### config.mk
export PLATFORM = sky130hd
export DESIGN_NAME = sector_span_splitter
export DESIGN_NICKNAME = d
export VERILOG_FILES = /design/src/rtl/sss_pkg.sv /design/src/rtl/sss_divider.sv /design/src/rtl/sector_span_splitter.sv
export SDC_FILE = /design/constraint.sdc
export NUM_CORES = 2
export LEC_CHECK = 0
export BUFFER_PORTS_ARGS = -buffer_cell sky130_fd_sc_hd__buf_2
export CAP_MARGIN = 20
export CORE_MARGIN = 8
export CORE_UTILIZATION = 50
export DETAILED_ROUTE_END_ITERATION = 7
export GPL_ROUTABILITY_DRIVEN = 0
export GPL_TIMING_DRIVEN = 0
export HOLD_SLACK_MARGIN = 0.02
export PLACE_DENSITY = 0.75
export SLEW_MARGIN = 20
export SYNTH_ARGS = -nofsm -noshare
export SYNTH_HDL_FRONTEND = slang
export SYNTH_SLANG_ARGS = --single-unit
### constraint.sdc
create_clock -name clk -period 15.8 [get_ports clk]
set_input_delay 0.79 -clock clk [delete_from_list [all_inputs] [get_ports clk]]
set_output_delay 0.79 -clock clk [all_outputs]
set_load 0.01 [all_outputs]
### src/rtl/sss_pkg.sv
package sss_pkg;

  localparam int ADDR_WIDTH_DEF   = 48;
  localparam int SECTOR_WIDTH_DEF = 16;

  localparam logic CFG_SECTOR_BYTES   = 1'b0;
  localparam logic CFG_MEDIUM_SECTORS = 1'b1;

  localparam logic REQ_BEGIN = 1'b0;
  localparam logic REQ_NEXT  = 1'b1;

  typedef enum logic [3:0] {
    ST_IDLE,
    ST_BEG_MUL,
    ST_BEG_BASE,
    ST_BEG_CHK,
    ST_DIV,
    ST_SPAN,
    ST_DIV2,
    ST_FIN,
    ST_OUT
  } state_t;

  // Commands from the sequencer to the shared divider.
  typedef struct packed {
    logic start;
  } div_ctl_t;

  typedef struct packed {
    logic busy;
    logic done;
  } div_sts_t;

endpackage

### src/rtl/sss_divider.sv
module sss_divider import sss_pkg::*; #(
  parameter int ADDR_WIDTH   = ADDR_WIDTH_DEF,
  parameter int SECTOR_WIDTH = SECTOR_WIDTH_DEF
) (
  input  logic                    clk,
  input  logic                    rst_n,
  input  div_ctl_t                ctl,
  input  logic [ADDR_WIDTH-1:0]   dividend,
  input  logic [SECTOR_WIDTH-1:0] divisor,
  output div_sts_t                sts,
  output logic [ADDR_WIDTH-1:0]   quotient,
  output logic [SECTOR_WIDTH-1:0] remainder
);

  localparam int CW = $clog2(ADDR_WIDTH + 1);

  logic [ADDR_WIDTH-1:0]   q_r, q_nxt;
  logic [SECTOR_WIDTH:0]   rem_r, rem_nxt;
  logic [SECTOR_WIDTH-1:0] dvs_r, dvs_nxt;
  logic [CW-1:0]           cnt_r, cnt_nxt;
  logic                    busy_r, busy_nxt;
  logic                    done_r, done_nxt;
  logic [SECTOR_WIDTH:0]   trial;
  logic [SECTOR_WIDTH:0]   diff;

  // Restoring division, one quotient bit per cycle.
  always_comb begin
    trial    = {rem_r[SECTOR_WIDTH-1:0], q_r[ADDR_WIDTH-1]};
    diff     = trial - {1'b0, dvs_r};
    q_nxt    = q_r;
    rem_nxt  = rem_r;
    dvs_nxt  = dvs_r;
    cnt_nxt  = cnt_r;
    busy_nxt = busy_r;
    done_nxt = 1'b0;
    if (ctl.start) begin
      q_nxt    = dividend;
      rem_nxt  = '0;
      dvs_nxt  = divisor;
      cnt_nxt  = CW'(ADDR_WIDTH);
      busy_nxt = 1'b1;
    end else if (busy_r) begin
      if (!diff[SECTOR_WIDTH]) begin
        rem_nxt = diff;
        q_nxt   = {q_r[ADDR_WIDTH-2:0], 1'b1};
      end else begin
        rem_nxt = trial;
        q_nxt   = {q_r[ADDR_WIDTH-2:0], 1'b0};
      end
      cnt_nxt = cnt_r - CW'(1);
      if (cnt_r == CW'(1)) begin
        busy_nxt = 1'b0;
        done_nxt = 1'b1;
      end
    end
  end

  always_ff @(posedge clk) begin
    if (!rst_n) begin
      busy_r <= 1'b0;
      done_r <= 1'b0;
      cnt_r  <= '0;
    end else begin
      busy_r <= busy_nxt;
      done_r <= done_nxt;
      cnt_r  <= cnt_nxt;
    end
    q_r   <= q_nxt;
    rem_r <= rem_nxt;
    dvs_r <= dvs_nxt;
  end

  assign sts.busy  = busy_r;
  assign sts.done  = done_r;
  assign quotient  = q_r;
  assign remainder = rem_r[SECTOR_WIDTH-1:0];

endmodule

### src/rtl/sector_span_splitter.sv
// Channel | Direction | tuser    | tdata fields (lowest bit first)
// in      | slave     | req_type | start_block, byte_offset, length_bytes, multi_ok
// out     | master    | ok       | span_sector, span_offset, span_bytes, span_whole_sectors
// cfg     | write     | -        | sector_bytes (index 0), medium_sectors (index 1)
// A begin forms two 32x32 products from a shared multiplier, capacity and then base,
// then makes the capacity compares before it raises out_tvalid.
// A next runs the bit-serial divider on the current address, and on a multi-sector span
// with multi_ok set it runs the divider a second time for the whole-sector count; a
// next with nothing left raises out_tvalid without running the divider.
// Reset is synchronous and active low; in_tready is low from acceptance until the FSM is idle
// again after the output transaction, and the output register holds while out_tready is low.
module sector_span_splitter import sss_pkg::*; #(
  parameter int ADDR_WIDTH   = ADDR_WIDTH_DEF,
  parameter int SECTOR_WIDTH = SECTOR_WIDTH_DEF
) (
  input  logic         clk,
  input  logic         rst_n,
  input  logic         in_tvalid,
  output logic         in_tready,
  // req_type
  input  logic         in_tuser,
  // start_block[31:0], byte_offset[63:32], length_bytes[95:64], multi_ok[96], zero fill
  input  logic [103:0] in_tdata,
  output logic         out_tvalid,
  input  logic         out_tready,
  // ok
  output logic         out_tuser,
  // span_sector[31:0], span_offset[47:32], span_bytes[79:48],
  // span_whole_sectors[111:80]
  output logic [111:0] out_tdata,
  input  logic         cfg_we,
  input  logic         cfg_index,
  input  logic [31:0]  cfg_wdata
);

  localparam int AW = ADDR_WIDTH;
  localparam int SW = SECTOR_WIDTH;

  state_t state_r, state_nxt;

  logic [15:0]   sector_bytes_r;
  logic [31:0]   medium_sectors_r;
  logic [AW-1:0] cur_addr_r, end_addr_r;
  logic          multi_flag_r;
  logic [SW-1:0] ss_r;

  logic [96:0]   req_r;
  logic [63:0]   cap_r, base_r, prod;
  logic [31:0]   mul_a, mul_b;
  logic          fail_r;
  logic [SW-1:0] ss_in;

  // ok in bit 0, the tdata fields above it.
  logic [112:0]  out_r, out_nxt;
  logic          out_valid_r;

  logic [31:0]   sec_r;
  logic [SW-1:0] insec_r;
  logic [AW-1:0] rem_r;

  div_ctl_t      dctl;
  div_sts_t      dsts;
  logic [AW-1:0] dividend, quot;
  logic [SW-1:0] remd;

  logic [31:0] lba, offs, len;
  logic [64:0] addr, endv, capw;
  logic        beg_ok;
  logic [AW-1:0] bytes_v;
  logic [AW-1:0] ssw;
  logic [AW-1:0] mbytes;

  assign lba  = req_r[31:0];
  assign offs = req_r[63:32];
  assign len  = req_r[95:64];
  assign ss_in = SW'(sector_bytes_r);
  assign ssw   = AW'(ss_r);

  // Shared multiplier: capacity in one cycle, base in the next.
  assign mul_a = (state_r == ST_BEG_MUL) ? medium_sectors_r : lba;
  assign mul_b = 32'(ss_in);
  assign prod  = 64'(mul_a) * 64'(mul_b);

  always_comb begin
    addr   = 65'(base_r) + 65'(offs);
    endv   = addr + 65'(len);
    capw   = 65'(cap_r);
    beg_ok = !fail_r && (65'(offs) < capw - 65'(base_r)) && (65'(len) <= capw - addr)
             && (endv <= 65'({AW{1'b1}}));
  end

  // The second pass divides the remaining byte count for the whole-sector count.
  assign dividend = (state_r == ST_FIN) ? rem_r : cur_addr_r;

  // Bytes of a multi-sector span: the remainder minus its part of a sector.
  assign mbytes = rem_r - AW'(remd);

  sss_divider #(.ADDR_WIDTH(AW), .SECTOR_WIDTH(SW)) u_div (
    .clk, .rst_n, .ctl(dctl), .dividend, .divisor(ss_r),
    .sts(dsts), .quotient(quot), .remainder(remd)
  );

  always_comb begin
    state_nxt = state_r;
    unique case (state_r)
      ST_IDLE: begin
        if (in_tvalid) begin
          if (in_tuser == REQ_BEGIN) state_nxt = ST_BEG_MUL;
          else                       state_nxt = ST_DIV;
        end
      end
      ST_BEG_MUL:  state_nxt = ST_BEG_BASE;
      ST_BEG_BASE: state_nxt = ST_BEG_CHK;
      ST_BEG_CHK:  state_nxt = ST_OUT;
      ST_DIV: begin
        if (cur_addr_r >= end_addr_r || ss_r == '0) state_nxt = ST_OUT;
        else                                      state_nxt = ST_SPAN;
      end
      ST_SPAN:  if (dsts.done) state_nxt = ST_FIN;
      ST_FIN: begin
        if (insec_r == '0 && rem_r >= ssw && multi_flag_r) state_nxt = ST_DIV2;
        else                                               state_nxt = ST_OUT;
      end
      ST_DIV2:  if (dsts.done) state_nxt = ST_OUT;
      ST_OUT:   if (!out_valid_r) state_nxt = ST_IDLE;
      default:  state_nxt = ST_IDLE;
    endcase
  end

  always_comb begin
    dctl.start = 1'b0;
    if (state_r == ST_DIV && !(cur_addr_r >= end_addr_r || ss_r == '0)) dctl.start = 1'b1;
    if (state_r == ST_FIN && insec_r == '0 && rem_r >= ssw && multi_flag_r)
      dctl.start = 1'b1;
  end

  assign in_tready = (state_r == ST_IDLE);

  always_comb begin
    out_nxt = out_r;
    bytes_v = ssw - AW'(insec_r);
    if (bytes_v > rem_r) bytes_v = rem_r;
    unique case (state_r)
      ST_BEG_CHK: out_nxt = {112'd0, beg_ok};
      ST_DIV:     out_nxt = '0;
      ST_FIN: begin
        if (insec_r == '0 && rem_r >= ssw)
          out_nxt = {32'd1, 32'(ss_r), 16'd0, sec_r, 1'b1};
        else
          out_nxt = {32'd0, bytes_v[31:0], 16'(insec_r), sec_r, 1'b1};
      end
      ST_DIV2: begin
        if (dsts.done)
          out_nxt = {quot[31:0], mbytes[31:0], out_r[48:0]};
      end
      default: out_nxt = out_r;
    endcase
  end

  always_ff @(posedge clk) begin
    if (!rst_n) begin
      state_r          <= ST_IDLE;
      sector_bytes_r   <= 16'd512;
      medium_sectors_r <= '0;
      cur_addr_r       <= '0;
      end_addr_r       <= '0;
      multi_flag_r     <= 1'b0;
      ss_r             <= '0;
      out_valid_r      <= 1'b0;
    end else begin
      state_r <= state_nxt;
      if (cfg_we) begin
        if (cfg_index == CFG_SECTOR_BYTES) sector_bytes_r <= cfg_wdata[15:0];
        else                               medium_sectors_r <= cfg_wdata;
      end
      if (state_r == ST_BEG_CHK && beg_ok) begin
        cur_addr_r   <= addr[AW-1:0];
        end_addr_r   <= endv[AW-1:0];
        multi_flag_r <= req_r[96];
        ss_r         <= ss_in;
      end
      if (state_r == ST_FIN) begin
        if (insec_r == '0 && rem_r >= ssw && !multi_flag_r)
          cur_addr_r <= cur_addr_r + ssw;
        else if (!(insec_r == '0 && rem_r >= ssw))
          cur_addr_r <= cur_addr_r + bytes_v;
      end
      if (state_r == ST_DIV2 && dsts.done)
        cur_addr_r <= cur_addr_r + mbytes;
      if (state_r != ST_OUT && state_nxt == ST_OUT) out_valid_r <= 1'b1;
      else if (out_tready)                           out_valid_r <= 1'b0;
    end
    if (in_tvalid && in_tready) req_r <= in_tdata[96:0];
    if (state_r == ST_BEG_MUL) cap_r <= prod;
    if (state_r == ST_BEG_BASE) base_r <= prod;
    if (state_r == ST_BEG_MUL)
      fail_r <= ss_in == '0 || medium_sectors_r == '0 || len == '0 || lba >= medium_sectors_r;
    if (state_r == ST_DIV) rem_r <= end_addr_r - cur_addr_r;
    if (state_r == ST_SPAN && dsts.done) begin
      sec_r   <= quot[31:0];
      insec_r <= remd;
    end
    out_r <= out_nxt;
  end

  assign out_tvalid = out_valid_r;
  assign out_tuser  = out_r[0];
  assign out_tdata  = out_r[112:1];

`ifndef SYNTH
  a_no_accept_busy: assert property (@(posedge clk) disable iff (!rst_n)
    state_r != ST_IDLE |-> !in_tready) else $error("accept while busy");
  a_out_hold: assert property (@(posedge clk) disable iff (!rst_n)
    out_valid_r && !out_tready |=> out_valid_r && $stable(out_r)) else $error("out dropped");
  a_div_idle: assert property (@(posedge clk) disable iff (!rst_n)
    state_r == ST_IDLE |-> !dsts.busy) else $error("divider busy in idle");
`endif

endmodule

==> impl_metrics.json <==
{
  "status": "finished clean",
  "worstSkewPairLatency_ns": 0.71,
  "setup_violations": 0,
  "via_count": 56500,
  "synth_seq_cells": 657,
  "ff2ff_path_depth": 48,
  "cts_sinks": 657,
  "crit_path_max_fanout": 33,
  "dp_hpwl_um": 170000,
  "antenna_found_initial": 8,
  "hp-class": "input port to register",
  "cts_made_buffers": 73,
  "cpPeakStageDelay_ns": 0.57,
  "whs_path_depth": 1,
  "p_leak_nw": 30.8,
  "wl_per_cell_um": 21.8,
  "io_pins": 258,
  "grt_pass1_wl_um": 313000,
  "fin_area_um2": 71500,
  "die_area_um2": 142000,
  "num-nets-final": 8876,
  "slew_violations": 0,
  "rrSetupSlack_ns": 3.94,
  "busiest_layer": "met2",
  "ant_nets": 0,
  "yosys.area.top_type_share_pct": 21.5,
  "grtUsageMet2_pct": 45.6,
  "fmax_mhz": 84.3,
  "cp-start-kind": "register",
  "use_met1_pct": 34.7,
  "grt.met3_usage_pct": 6.23,
  "worst_r2r_endpoint": "cur_addr_r[46]",
  "async_flop_share_pct": 0,
  "cts_resized": 0,
  "syn_avg_cell_area_um2": 8.92,
  "synth-warning-count": 0,
  "vdd_drop_max_mv": 0.122,
  "synth.most_common_cell": "nand2_1",
  "cts-hold-fix-buffers": 0,
  "clock_skew_ns": 0.0350,
  "htree_levels": 3,
  "required_ns": 16.35,
  "drtIter0Drc": 5670,
  "r2r-start": "ss_r[0]",
  "worstPathArrival_ns": 12.41,
  "area_growth_pct": 9.65,
  "power_density_nw_per_um2": 124,
  "drive_gt1_share_pct": 6.89,
  "ys_top_cells_by_area": "edfxtp_1 (21%), fa_1 (13%), ha_1 (12%)",
  "synth_area_um2": 65200,
  "cts_tree": "yes",
  "row_count": 132,
  "cts_setup_buffers": 0,
  "critPathTopFamily": "compound AO/OA/AOI/OAI gates",
  "synth_edf_count": 467,
  "via_per_inst": 5.97,
  "wirelength_um": 207000,
  "grtUsageTotal_pct": 28.2,
  "tightest_slew_ns": 1.19,
  "syn-num-nets": 8526,
  "core_area_um2": 129000,
  "first_pass_iters": 8,
  "slew_headroom_pct": 20.6,
  "holdPathEnd": "req_r[65]",
  "period_minus_slack_ns": 11.86,
  "cpMaxStageDelayCell": "o41ai_1",
  "pre_cts_ws_ns": 4.23,
  "critPathKind": "register to register",
  "syn-instance-count": 7315,
  "grt_max_degree": 51,
  "port_buffers": 250,
  "setup_tns_ns": 0,
  "post_dp_cell_area_um2": 69100,
  "grt_pass1_vias": 55700,
  "cap_violations": 0,
  "ys_seq_area_share_pct": 27.3,
  "clkTransAtPathRegs_ns": 0.06,
  "synth_cell_type_count": 106,
  "hold_viol": 0,
  "synth_top_area_cell": "edfxtp_1",
  "clock-root-buffer": "clkbuf_16",
  "hp-start": "in_tdata[65]",
  "ys_top_cells_by_count": "nand2_1 (901), inv_1 (813), ha_1 (639)",
  "worst-path-buf-inv": 5,
  "setup_ws_ns": 3.94,
  "cts_buffer_depth": 3,
  "drc_errors": 0,
  "cpMostUsedCell": "a21o_1",
  "grt_overflow": 0,
  "rsz0062_at_grt": "no",
  "worst_setup_path_end_kind": "register",
  "finalCritPeriodShare_pct": 75.1,
  "die_h_um": 377,
  "synth-main-ff-cell": "edfxtp_1",
  "start_util_pct": 50.4,
  "die_w_um": 377
}
## cells by family after synthesis
family,Yosys count,share of synthesized area (%)
buf+inv,1095,6.42
xor+xnor,425,5.71
mux,122,1.96
compound gates,1622,16.3
fa+ha+maj,1075,25.5
flops,657,27.3
simple gates,2319,16.8
## power by group
group | switching, W | internal, W
registers | 0.000162 | 0.00212
logic | 0.00289 | 0.00192
clock network | 0.000761 | 0.000987
## layout make-up
cell class | instances | area [um^2]
fillers | 11500 | 58000
multi-input cells | 5563 | 43300
flip-flops and latches | 657 | 17800
inverters | 814 | 3060
well taps | 1742 | 2180
clock buffers | 94 | 1950
repair buffers | 275 | 1600
plain buffers | 281 | 1140
clock inverters | 42 | 493
diodes | 1 | 2.50
## state kept, by name, indices dropped and copies added, names as in the netlist
name,count
ss_r,16
out_tvalid,1
out_r,113
medium_sectors_r,32
sector_bytes_r,16
multi_flag_r,1
u_div.busy_r,1
fail_r,1
u_div.rem_r,16
sec_r,32
end_addr_r,48
u_div.dvs_r,16
u_div.done_r,1
req_r,97
rem_r,48
u_div.cnt_r,6
insec_r,16
cap_r,48
u_div.quotient,48
state_r,4
base_r,48
cur_addr_r,48
## through the flow
step	power, W	hold WS, ns	instances	util, %
after global routing	0.00943	0.246	9468	55.2
after floorplan	0.00578	0.436	7315	-
after detailed placement	0.00701	0.455	9332	53.4
after CTS	0.00877	0.239	9468	55.2
final	0.00884	0.272	9469	55.2
after global placement	0.00686	0.453	9307	53.0
## layer usage
layer  vias to the layer above  wire length (um)
met1                     26900             78400
met3                       640             22300
met2                      2946             91600
met4                         4             14400
li1                      26100                 -
met5                         -                27
## worst max path at each step
stage | from | endpoint | slack (ns) | cells past startpoint
5_1_grt | ss_r[1] | cur_addr_r[46] | 3.28 | 46
2_1_floorplan | ss_r[0] | cur_addr_r[46] | 5.61 | 47
3_3_place_gp | state_r[1] | base_r[46] | 2.20 | 32
3_5_place_dp | ss_r[0] | cur_addr_r[46] | 4.23 | 48
4_1_cts | ss_r[0] | cur_addr_r[46] | 4.18 | 48
6_report | ss_r[0] | cur_addr_r[46] | 3.94 | 48
## cells in the final DEF, fill, tap and decap left out, drive strengths merged, types with 30 or more instances in the layout
cell,n
a211oi,52
a21boi,37
a21o,250
a21oi,486
a31oi,89
and2,213
and3,40
buf,317
clkbuf,333
dfxtp,190
edfxtp,467
fa,429
ha,639
inv,818
mux2,47
mux2i,75
nand2,902
nand2b,87
nand3,125
nand4,94
nor2,460
nor2b,85
nor3,130
nor4,62
o211ai,30
o21a,57
o21ai,273
o21bai,50
o22ai,36
or3,35
xnor2,297
xor2,128
## worst reg2reg max path, delay by kind of cell (launching register included)
kind	cells	cell delay, ns
compound gates	30	7.20
buf+inv	5	0.97
mux	2	0.71
fa+ha+maj	5	1.55
simple gates	6	0.92
flops	1	0.38
Note: power is estimated with default switching activity, not from simulation.
